`config.mk`:
```
export PLATFORM = sky130hd
export DESIGN_NAME = bounded_deque_with_drop_front_flat
export DESIGN_NICKNAME = d
export VERILOG_FILES = /design/src/design/bdq_pkg.sv /design/src/design/bdq_req_if.sv /design/src/design/bdq_rsp_if.sv /design/src/design/bdq_ram.sv /design/src/design/bdq_datapath.sv /design/src/design/bdq_ctrl.sv /design/src/design/bounded_deque_with_drop_front.sv /design/src/flat_wrapper.sv
export SDC_FILE = /design/constraint.sdc
export NUM_CORES = 1
export LEC_CHECK = 0
export BUFFER_PORTS_ARGS = -buffer_cell sky130_fd_sc_hd__buf_2
export CORE_MARGIN = 2
export CORE_UTILIZATION = 55
export DETAILED_ROUTE_END_ITERATION = 8
export GPL_TIMING_DRIVEN = 0
export PLACE_DENSITY = 0.72
export SLEW_MARGIN = 20
export SYNTH_ARGS = -nofsm -noshare
export SYNTH_HDL_FRONTEND = slang
export SYNTH_SLANG_ARGS = --single-unit
```
`constraint.sdc`:
```
create_clock -name clk -period 9.1 [get_ports clk]
set_clock_uncertainty 0.2 [all_clocks]
set_input_delay 0.455 -clock clk [delete_from_list [all_inputs] [get_ports clk]]
set_output_delay 0.455 -clock clk [all_outputs]
set_load 0.02 [all_outputs]
```
`src/design/bdq_pkg.sv`:
```
// bdq_pkg: shared constants, codes, control/status structs and ring index helpers
// for the bounded double-ended queue; used by every other design file but bdq_ram
`default_nettype none

package bdq_pkg;

    localparam int DEPTH   = 16;
    localparam int IDX_W   = (DEPTH > 1) ? $clog2(DEPTH) : 1;
    localparam int CNT_W   = $clog2(DEPTH + 1);
    localparam int SUM_W   = IDX_W + 1;
    localparam int WORD_W  = 32;
    localparam int CMD_W   = 3;
    localparam int STAT_W  = 2;
    localparam int DROP_W  = 16;
    localparam int ENTRY_W = 5;

    localparam logic [CMD_W-1:0] CMD_PUSH_FRONT = 3'd0;
    localparam logic [CMD_W-1:0] CMD_PUSH_BACK  = 3'd1;
    localparam logic [CMD_W-1:0] CMD_POP_FRONT  = 3'd2;
    localparam logic [CMD_W-1:0] CMD_POP_BACK   = 3'd3;
    localparam logic [CMD_W-1:0] CMD_CLEAR      = 3'd4;
    localparam logic [CMD_W-1:0] CMD_DUMP       = 3'd5;
    localparam logic [CMD_W-1:0] CMD_DROP_FRONT = 3'd6;

    localparam logic [STAT_W-1:0] ST_OK    = 2'd0;
    localparam logic [STAT_W-1:0] ST_EMPTY = 2'd1;
    localparam logic [STAT_W-1:0] ST_FULL  = 2'd2;
    localparam logic [STAT_W-1:0] ST_BADN  = 2'd3;

    // controller to datapath
    typedef struct packed {
        logic exec;
        logic dump_step;
    } bdq_ctrl_t;

    // datapath to controller
    typedef struct packed {
        logic empty;
        logic dump_last;
    } bdq_stat_t;

    // both operands below DEPTH
    function automatic logic [IDX_W-1:0] wrap_add(input logic [IDX_W-1:0] a,
                                                  input logic [IDX_W-1:0] b);
        logic [SUM_W-1:0] s;
        s = {1'b0, a} + {1'b0, b};
        if (s >= SUM_W'(DEPTH))
        begin
            s = s - SUM_W'(DEPTH);
        end
        return s[IDX_W-1:0];
    endfunction

    function automatic logic [IDX_W-1:0] wrap_dec(input logic [IDX_W-1:0] a);
        logic [IDX_W-1:0] r;
        if (a == '0)
        begin
            r = IDX_W'(DEPTH - 1);
        end
        else
        begin
            r = a - IDX_W'(1);
        end
        return r;
    endfunction

endpackage

`default_nettype wire

```
`src/design/bdq_req_if.sv`:
```
// bdq_req_if: command channel of the queue, valid/ready with the command payload
// depends on bdq_pkg for field widths
`default_nettype none

interface bdq_req_if;
    logic                                valid;
    logic                                ready;
    logic [bdq_pkg::CMD_W-1:0]           command;
    logic [bdq_pkg::WORD_W-1:0]          value;
    logic signed [bdq_pkg::DROP_W-1:0]   drop_count;

    modport source (output valid, output command, output value, output drop_count,
                    input ready);
    modport sink   (input valid, input command, input value, input drop_count,
                    output ready);
endinterface

`default_nettype wire

```
`src/design/bdq_rsp_if.sv`:
```
// bdq_rsp_if: result channel of the queue, valid/ready with the result payload
// depends on bdq_pkg for field widths
`default_nettype none

interface bdq_rsp_if;
    logic                          valid;
    logic                          ready;
    logic [bdq_pkg::STAT_W-1:0]    status;
    logic [bdq_pkg::WORD_W-1:0]    value_out;
    logic [bdq_pkg::ENTRY_W-1:0]   entry_count;
    logic                          last;

    modport source (output valid, output status, output value_out, output entry_count,
                    output last, input ready);
    modport sink   (input valid, input status, input value_out, input entry_count,
                    input last, output ready);
endinterface

`default_nettype wire

```
`src/design/bdq_ram.sv`:
```
// bdq_ram: generic single-write, single-read RAM with registered read data
// no dependencies
`default_nettype none

module bdq_ram #(
    parameter int WIDTH = 32,
    parameter int DEPTH = 16,
    parameter int ADDR_W = (DEPTH > 1) ? $clog2(DEPTH) : 1
) (
    input  wire logic              clk,
    input  wire logic              we,
    input  wire logic [ADDR_W-1:0] waddr,
    input  wire logic [WIDTH-1:0]  wdata,
    input  wire logic              re,
    input  wire logic [ADDR_W-1:0] raddr,
    output logic      [WIDTH-1:0]  rdata
);

    logic [WIDTH-1:0] mem_reg [DEPTH];
    logic [WIDTH-1:0] rdata_reg;

    always_ff @(posedge clk)
    begin
        if (we)
        begin
            mem_reg[waddr] <= wdata;
        end
        // read data holds while re is low
        if (re)
        begin
            rdata_reg <= mem_reg[raddr];
        end
    end

    assign rdata = rdata_reg;

endmodule

`default_nettype wire

```
`src/design/bdq_datapath.sv`:
```
// bdq_datapath: head pointer, entry count, dump offset, ring store and result register
// depends on bdq_pkg and bdq_ram
`default_nettype none

module bdq_datapath (
    input  wire logic                               clk,
    input  wire logic                               rst_n,
    input  wire bdq_pkg::bdq_ctrl_t                 ctrl,
    input  wire logic [bdq_pkg::CMD_W-1:0]          command,
    input  wire logic [bdq_pkg::WORD_W-1:0]         value,
    input  wire logic signed [bdq_pkg::DROP_W-1:0]  drop_count,
    output bdq_pkg::bdq_stat_t                      stat,
    output logic [bdq_pkg::STAT_W-1:0]              status,
    output logic [bdq_pkg::WORD_W-1:0]              value_out,
    output logic [bdq_pkg::ENTRY_W-1:0]             entry_count,
    output logic                                    last
);

    localparam int IDX_W = bdq_pkg::IDX_W;
    localparam int CNT_W = bdq_pkg::CNT_W;

    logic [IDX_W-1:0] head_reg, head_next;
    logic [CNT_W-1:0] count_reg, count_next;
    logic [IDX_W-1:0] offset_reg, offset_next;

    logic [bdq_pkg::STAT_W-1:0]  status_reg, status_next;
    logic [bdq_pkg::WORD_W-1:0]  value_out_reg, value_out_next;
    logic [bdq_pkg::ENTRY_W-1:0] entry_count_reg;
    logic                        last_reg, last_next;
    logic                        load_res;

    logic                        empty, full, dump_last;
    logic                        drop_bad, drop_all;
    logic [bdq_pkg::DROP_W-1:0]  drop_u;

    logic                        we, re;
    logic [IDX_W-1:0]            waddr, raddr;
    logic [bdq_pkg::WORD_W-1:0]  rdata;

    assign empty     = (count_reg == '0);
    assign full      = (count_reg == CNT_W'(bdq_pkg::DEPTH));
    assign dump_last = ((CNT_W'(offset_reg) + CNT_W'(1)) == count_reg);
    assign drop_u    = drop_count;
    assign drop_bad  = (drop_count == '0) || drop_count[bdq_pkg::DROP_W-1];
    assign drop_all  = (drop_u >= bdq_pkg::DROP_W'(count_reg));

    always_comb
    begin
        head_next      = head_reg;
        count_next     = count_reg;
        offset_next    = offset_reg;
        status_next    = bdq_pkg::ST_OK;
        value_out_next = '0;
        last_next      = 1'b1;
        load_res       = 1'b0;
        we             = 1'b0;
        waddr          = head_reg;
        re             = 1'b0;
        raddr          = head_reg;

        if (ctrl.exec)
        begin
            load_res = 1'b1;
            case (command)
                bdq_pkg::CMD_PUSH_FRONT:
                begin
                    if (full)
                    begin
                        status_next = bdq_pkg::ST_FULL;
                    end
                    else
                    begin
                        head_next  = bdq_pkg::wrap_dec(head_reg);
                        we         = 1'b1;
                        waddr      = bdq_pkg::wrap_dec(head_reg);
                        count_next = count_reg + CNT_W'(1);
                    end
                end
                bdq_pkg::CMD_PUSH_BACK:
                begin
                    if (full)
                    begin
                        status_next = bdq_pkg::ST_FULL;
                    end
                    else
                    begin
                        we         = 1'b1;
                        waddr      = bdq_pkg::wrap_add(head_reg, count_reg[IDX_W-1:0]);
                        count_next = count_reg + CNT_W'(1);
                    end
                end
                bdq_pkg::CMD_POP_FRONT:
                begin
                    if (empty)
                    begin
                        status_next = bdq_pkg::ST_EMPTY;
                    end
                    else
                    begin
                        head_next  = bdq_pkg::wrap_add(head_reg, IDX_W'(1));
                        count_next = count_reg - CNT_W'(1);
                    end
                end
                bdq_pkg::CMD_POP_BACK:
                begin
                    if (empty)
                    begin
                        status_next = bdq_pkg::ST_EMPTY;
                    end
                    else
                    begin
                        count_next = count_reg - CNT_W'(1);
                    end
                end
                bdq_pkg::CMD_CLEAR:
                begin
                    if (empty)
                    begin
                        status_next = bdq_pkg::ST_EMPTY;
                    end
                    else
                    begin
                        head_next  = '0;
                        count_next = '0;
                    end
                end
                bdq_pkg::CMD_DUMP:
                begin
                    if (empty)
                    begin
                        status_next = bdq_pkg::ST_EMPTY;
                    end
                    else
                    begin
                        // first read goes out now, results follow as dump steps
                        load_res    = 1'b0;
                        re          = 1'b1;
                        raddr       = head_reg;
                        offset_next = '0;
                    end
                end
                bdq_pkg::CMD_DROP_FRONT:
                begin
                    if (empty)
                    begin
                        status_next = bdq_pkg::ST_EMPTY;
                    end
                    else if (drop_bad)
                    begin
                        status_next = bdq_pkg::ST_BADN;
                    end
                    else if (drop_all)
                    begin
                        head_next  = '0;
                        count_next = '0;
                    end
                    else
                    begin
                        // here the drop count is below the entry count, so it fits an index
                        head_next  = bdq_pkg::wrap_add(head_reg, drop_u[IDX_W-1:0]);
                        count_next = count_reg - drop_u[CNT_W-1:0];
                    end
                end
                default:
                begin
                    status_next = bdq_pkg::ST_OK;
                end
            endcase
        end
        else if (ctrl.dump_step)
        begin
            load_res       = 1'b1;
            value_out_next = rdata;
            last_next      = dump_last;
            if (!dump_last)
            begin
                offset_next = offset_reg + IDX_W'(1);
                re          = 1'b1;
                raddr       = bdq_pkg::wrap_add(head_reg, offset_reg + IDX_W'(1));
            end
        end
    end

    always_ff @(posedge clk or negedge rst_n)
    begin
        if (!rst_n)
        begin
            head_reg   <= '0;
            count_reg  <= '0;
            offset_reg <= '0;
        end
        else
        begin
            head_reg   <= head_next;
            count_reg  <= count_next;
            offset_reg <= offset_next;
        end
    end

    always_ff @(posedge clk)
    begin
        if (load_res)
        begin
            status_reg      <= status_next;
            value_out_reg   <= value_out_next;
            entry_count_reg <= bdq_pkg::ENTRY_W'(count_next);
            last_reg        <= last_next;
        end
    end

    bdq_ram #(
        .WIDTH (bdq_pkg::WORD_W),
        .DEPTH (bdq_pkg::DEPTH),
        .ADDR_W(IDX_W)
    ) u_ring (
        .clk  (clk),
        .we   (we),
        .waddr(waddr),
        .wdata(value),
        .re   (re),
        .raddr(raddr),
        .rdata(rdata)
    );

    assign stat.empty     = empty;
    assign stat.dump_last = dump_last;
    assign status         = status_reg;
    assign value_out      = value_out_reg;
    assign entry_count    = entry_count_reg;
    assign last           = last_reg;

endmodule

`default_nettype wire

```
`src/design/bdq_ctrl.sv`:
```
// bdq_ctrl: state machine for command transfers, dump sequencing and result valid
// depends on bdq_pkg
`default_nettype none

module bdq_ctrl (
    input  wire logic                      clk,
    input  wire logic                      rst_n,
    input  wire logic                      req_valid,
    output logic                           req_ready,
    input  wire logic [bdq_pkg::CMD_W-1:0] command,
    output logic                           rsp_valid,
    input  wire logic                      rsp_ready,
    input  wire bdq_pkg::bdq_stat_t        stat,
    output bdq_pkg::bdq_ctrl_t             ctrl
);

    typedef enum logic {
        S_IDLE,
        S_DUMP
    } state_t;

    state_t state_reg, state_next;
    logic   rsp_valid_reg, rsp_valid_next;
    logic   slot_free, accept, dump_start, dump_step;

    // result register is free, or its transfer happens this cycle
    assign slot_free  = !rsp_valid_reg || rsp_ready;
    assign req_ready  = (state_reg == S_IDLE) && slot_free;
    assign accept     = req_valid && req_ready;
    assign dump_start = accept && (command == bdq_pkg::CMD_DUMP) && !stat.empty;
    assign dump_step  = (state_reg == S_DUMP) && slot_free;

    always_comb
    begin
        state_next     = state_reg;
        rsp_valid_next = rsp_valid_reg;
        if (rsp_ready)
        begin
            rsp_valid_next = 1'b0;
        end
        if ((accept && !dump_start) || dump_step)
        begin
            rsp_valid_next = 1'b1;
        end
        case (state_reg)
            S_IDLE:
            begin
                if (dump_start)
                begin
                    state_next = S_DUMP;
                end
            end
            S_DUMP:
            begin
                if (dump_step && stat.dump_last)
                begin
                    state_next = S_IDLE;
                end
            end
            default:
            begin
                state_next = S_IDLE;
            end
        endcase
    end

    always_ff @(posedge clk or negedge rst_n)
    begin
        if (!rst_n)
        begin
            state_reg     <= S_IDLE;
            rsp_valid_reg <= 1'b0;
        end
        else
        begin
            state_reg     <= state_next;
            rsp_valid_reg <= rsp_valid_next;
        end
    end

    assign rsp_valid      = rsp_valid_reg;
    assign ctrl.exec      = accept;
    assign ctrl.dump_step = dump_step;

endmodule

`default_nettype wire

```
`src/design/bounded_deque_with_drop_front.sv`:
```
// bounded_deque_with_drop_front: ring-buffer deque of 32-bit words, top level
// a result is registered and shows in the cycle after its command transfer; the
// first word of a dump passes through the ram read register, then the result register
// throughput: one non-dump command per cycle while results are taken; a dump holds the
// command side until its last entry is read, results one per cycle while taken, paced by the single RAM read port
// reset: head and count clear at once; the ring store is left as is, no clearing pass
// depends on bdq_pkg, bdq_req_if, bdq_rsp_if, bdq_ram, bdq_datapath, bdq_ctrl
`default_nettype none

module bounded_deque_with_drop_front (
    input wire logic clk,
    input wire logic rst_n,
    bdq_req_if.sink  req,
    bdq_rsp_if.source rsp
);

    bdq_pkg::bdq_ctrl_t ctrl;
    bdq_pkg::bdq_stat_t stat;

    bdq_ctrl u_ctrl (
        .clk      (clk),
        .rst_n    (rst_n),
        .req_valid(req.valid),
        .req_ready(req.ready),
        .command  (req.command),
        .rsp_valid(rsp.valid),
        .rsp_ready(rsp.ready),
        .stat     (stat),
        .ctrl     (ctrl)
    );

    bdq_datapath u_datapath (
        .clk        (clk),
        .rst_n      (rst_n),
        .ctrl       (ctrl),
        .command    (req.command),
        .value      (req.value),
        .drop_count (req.drop_count),
        .stat       (stat),
        .status     (rsp.status),
        .value_out  (rsp.value_out),
        .entry_count(rsp.entry_count),
        .last       (rsp.last)
    );

    // a single-result command leaves a final result in the register next cycle
    assert property (@(posedge clk) disable iff (!rst_n)
        (req.valid && req.ready && (req.command != bdq_pkg::CMD_DUMP))
        |=> (rsp.valid && rsp.last))
    else $error("single-result command did not produce a final result");

    // only a dump produces several results, and those are all ok
    assert property (@(posedge clk) disable iff (!rst_n)
        (rsp.valid && !rsp.last) |-> ((rsp.status == bdq_pkg::ST_OK) && !req.ready))
    else $error("non-final result outside a dump");

    // data words appear only in ok results
    assert property (@(posedge clk) disable iff (!rst_n)
        (rsp.valid && (rsp.value_out != '0)) |-> (rsp.status == bdq_pkg::ST_OK))
    else $error("data word in an error result");

    // the controller only steps a dump while no new command is taken
    assert property (@(posedge clk) disable iff (!rst_n)
        ctrl.dump_step |-> !ctrl.exec)
    else $error("dump step overlaps a command transfer");

endmodule

`default_nettype wire
```
`src/flat_wrapper.sv`:
```
// flat-port wrapper written by rule: the top's interface ports become plain ports
module bounded_deque_with_drop_front_flat 
  (clk, rst_n, req_valid, req_command, req_value, req_drop_count, req_ready, rsp_valid, rsp_status, rsp_value_out, rsp_entry_count, rsp_last, rsp_ready);
  bdq_req_if req_i ();
  bdq_rsp_if rsp_i ();
  input wire logic clk;
  input wire logic rst_n;
  input wire logic [$bits(req_i.valid)-1:0] req_valid;
  input wire logic [$bits(req_i.command)-1:0] req_command;
  input wire logic [$bits(req_i.value)-1:0] req_value;
  input wire logic [$bits(req_i.drop_count)-1:0] req_drop_count;
  output wire logic [$bits(req_i.ready)-1:0] req_ready;
  output wire logic [$bits(rsp_i.valid)-1:0] rsp_valid;
  output wire logic [$bits(rsp_i.status)-1:0] rsp_status;
  output wire logic [$bits(rsp_i.value_out)-1:0] rsp_value_out;
  output wire logic [$bits(rsp_i.entry_count)-1:0] rsp_entry_count;
  output wire logic [$bits(rsp_i.last)-1:0] rsp_last;
  input wire logic [$bits(rsp_i.ready)-1:0] rsp_ready;
  assign req_i.valid = req_valid;
  assign req_i.command = req_command;
  assign req_i.value = req_value;
  assign req_i.drop_count = req_drop_count;
  assign req_ready = req_i.ready;
  assign rsp_valid = rsp_i.valid;
  assign rsp_status = rsp_i.status;
  assign rsp_value_out = rsp_i.value_out;
  assign rsp_entry_count = rsp_i.entry_count;
  assign rsp_last = rsp_i.last;
  assign rsp_i.ready = rsp_ready;
  bounded_deque_with_drop_front u_core (.clk(clk), .rst_n(rst_n), .req(req_i), .rsp(rsp_i));
endmodule
```
==> impl_metrics.py <==
metrics = {
    "detailed_routing": {
        "drtIter0Drc": 2002,
        "drt.antenna.violating_nets": 0,
        "avgViaCountPerCell": 6.056,
        "routedWlPerCell_um": 23.99,
        "drcViolationCount": 0,
        "vias": 16100,
        "wl_um": 63780,
        "drtPass1Iterations": 5,
    },
    "worst_setup_path": {
        "start_kind": "flip-flop",
        "critical_path_arrival_ns": 4.64,
        "cp.required_ns": 9.22,
        "cp.depth": 11,
        "crit_chain": "clkbuf_1, inv_1, ha_1, nor3b_1, nand2_1, nand2_1, nor2_1, mux2i_1, nand2_1, nor2_4, buf_16",
        "worstSetupPathType": "reg -> reg",
        "slowest_delay_ns": 0.65,
        "crit_fanout": 17,
        "ff2ff_path_depth": 11,
        "critPathTopFamily": "simple AND/OR/NAND/NOR gates",
        "cp_common_cell": "nand2_1",
        "cp_slowest_cell": "nor2_4",
        "crit_path_end_kind": "flip-flop",
        "path_buf_inv": 3,
    },
    "pwr": {
        "p_leak_nw": 10.06,
        "p_int_mw": 6.058,
        "netSwitchingPower_mw": 4.094,
        "pwr-share-comb_pct": 42.8,
        "vdd_ir_drop_max_mv": 0.2985,
        "swShare_pct": 40.33,
        "seqPwrFrac_pct": 33.5,
        "cellPowerDensity_mw_per_mm2": 356.8,
        "clkPwrFrac_pct": 23.8,
    },
    "cts": {
        "cts_buffers": 58,
        "cts.clk_slew.worst_paths_ns": 0.06,
        "root_buffer": "clkbuf_16",
        "clockBufferDepth": 3,
        "cts_setup_buffers": 0,
        "htree_levels": 2,
        "tritoncts": "yes",
        "insertion_delay_ns": 0.63,
        "clock-sinks": 599,
    },
    "run_status": {
        "status": "finished, final reports clean",
    },
    "synth": {
        "yosysSeqAreaShare_pct": 72.93,
        "synthArstFlopShare_pct": 2.504,
        "synth_ff_type": "edfxtp_1",
        "syn-num-nets": 1913,
        "syn_area_sq_mm": 0.02456,
        "synthDistinctLibCells": 58,
        "ys_top_cells_by_area": "edfxtp_1 71%, nand2_1 6.3%, nand3_1 4.1%",
        "syn_avg_cell_area_sq_um": 13.42,
        "synth_top_cell_area_share_pct": 71.40,
        "yosys.area.top_type": "edfxtp_1",
        "synth.most_common_cell": "edfxtp_1",
        "syn-instance-count": 1830,
        "synth_commonest_cells": "584 x edfxtp_1, 415 x nand2_1, 202 x nand3_1, 151 x a21oi_1, 65 x a221o_1",
        "ys_ff_latch": 599,
        "ys_warn_count": 0,
        "synth_edf_count": 584,
    },
    "global_routing": {
        "grt_pass1_wl_um": 95080,
        "antenna_found_initial": 0,
        "grt_pass1_vias": 15780,
        "grt_max_degree": 23,
        "overflow": 0,
        "globalRouteTotalUtil_pct": 27.49,
    },
    "sta": {
        "fin_hold_ws_ns": 0.01554,
        "rsz0062_at_grt": "no",
        "slew_headroom_pct": 41.14,
        "tightestPinTransition_ns": 0.8829,
        "fmax_ghz": 0.2213,
        "fin_tns_setup_ns": 0,
        "hold_viol_final": 0,
        "fin_crit_sh_pct": 49.66,
        "finalMaxSlewViolations": 0,
        "finalSetupViolCount": 0,
        "min_period_ns": 4.519,
    },
    "floorplan": {
        "coreArea_sq_mm": 0.04412,
        "io_pins": 97,
        "initial_core_util_pct": 55.67,
        "rows": 77,
        "fp.dieH_um": 215.3,
        "dieArea_sq_mm": 0.04636,
        "die_width_um": 215.3,
    },
    "hold_path": {
        "hold_path_depth": 1,
        "hold_class": "in -> reg",
    },
    "place": {
        "io_buffers": 96,
        "place_hpwl_um": 42180,
        "gp_congestion": 0.8599,
    },
    "layout": {
        "largest_register_ffs": 512,
        "nNetsFinal": 2100,
        "drive_above_1_share_pct": 15.54,
        "nFillCells": 3237,
        "areaGrowthSynthToFinish_pct": 15.84,
    },
    "flow_run": {
        "cap_violations": 0,
    },
}
## per-layer routing
metal,up-vias,GRT usage (%),share of wire [%],wire length [um]
li1,7203,-,-,-
met1,7922,37.69,40,25200
met2,870,44.52,48,30420
met3,107,5.633,9.9,6286
met4,0,8.874,2.9,1872
met5,-,0,0,0
## logic make-up (layout without fill, tap and decap cells)
group	count (synthesis)	count (layout)	synth area share (%)
mux	2	2	0.08151
simple gates	756	756	13.56
buf+inv	131	367	2.878
compound gates	294	294	8.293
other cells	0	1	0
flops	599	599	72.93
xor+xnor	20	20	0.7131
fa+ha+maj	28	28	1.549
## worst paths after layout
path | from | end | slack, ns
worst min register to register | u_core.u_datapath.u_ring.rdata[20] | u_core.u_datapath.value_out[20] | 0.31
worst max register to register | u_core.u_datapath.count_reg[1] | u_core.u_datapath.u_ring.mem_reg[4][17] | 4.58
min in group asynchronous | rst_n | u_core.u_datapath.count_reg[0] | 0.09
worst max-delay path | u_core.u_datapath.count_reg[1] | u_core.u_datapath.u_ring.mem_reg[4][17] | 4.58
max in group asynchronous | rst_n | u_core.u_datapath.head_reg[1] | 8.32
worst min-delay path | req_value[25] | u_core.u_datapath.u_ring.mem_reg[11][25] | 0.02
## through the flow
stage	utilization [%]	total power, mW	setup WS (ns)	std cells	cell area [sq um]
after floorplan	-	6.163	4.028	1830	24560
after global placement	58.43	7.547	1.113	2518	25780
after detailed placement	59.92	7.703	4.706	2539	26440
after CTS	64.48	10.12	4.677	2658	28450
after global routing	64.48	10.60	4.294	2658	28450
final	64.48	10.15	4.581	2659	28450
## power groups by stage
stage                     clock network, mW  logic, mW  registers, mW
after global routing                   2.54       4.65           3.42
after detailed placement                  0       4.25           3.46
after global placement                    0       4.07           3.48
after CTS                              2.43       4.29           3.40
after floorplan                           0       2.65           3.51
final                                  2.41       4.34           3.40
## cell usage in the layout, fill, tap and decap left out, types with 9 or more instances in the layout
| cell type | instances |
|---|---|
| a21o_1 | 12 |
| clkinv_2 | 14 |
| buf_16 | 14 |
| a221o_1 | 65 |
| nor2_4 | 17 |
| clkinv_1 | 12 |
| buf_4 | 19 |
| buf_2 | 155 |
| o21ai_0 | 17 |
| clkbuf_16 | 59 |
| nand3_1 | 202 |
| ha_1 | 24 |
| xnor2_1 | 10 |
| nand2_1 | 414 |
| edfxtp_1 | 584 |
| clkbuf_1 | 32 |
| nand4_1 | 33 |
| inv_1 | 20 |
| nor2_1 | 27 |
| dfrtp_1 | 15 |
| a21oi_1 | 151 |
| dlygate4sd3_1 | 10 |
| xor2_1 | 10 |
| and2_1 | 36 |
| buf_6 | 9 |
## final cells by class
cell class / count / area, sq um / area share [%]
antenna: 1 / 2.502 / 0.008795
buffer: 109 / 621.8 / 2.185
clock buffer: 72 / 1535 / 5.396
clock inverter: 37 / 375.4 / 1.319
inverter: 22 / 85.08 / 0.2990
multi-input combinational: 1100 / 6080 / 21.37
sequential: 599 / 17910 / 62.95
tap: 592 / 740.7 / 2.603
timing repair buffer: 127 / 1101 / 3.870
## what timing repair did
action	CTS	global route
gates resized for setup	0	0
hold buffers	10	0
endpoints found under the hold margin	88	0
(Power assumes the default switching activity.)
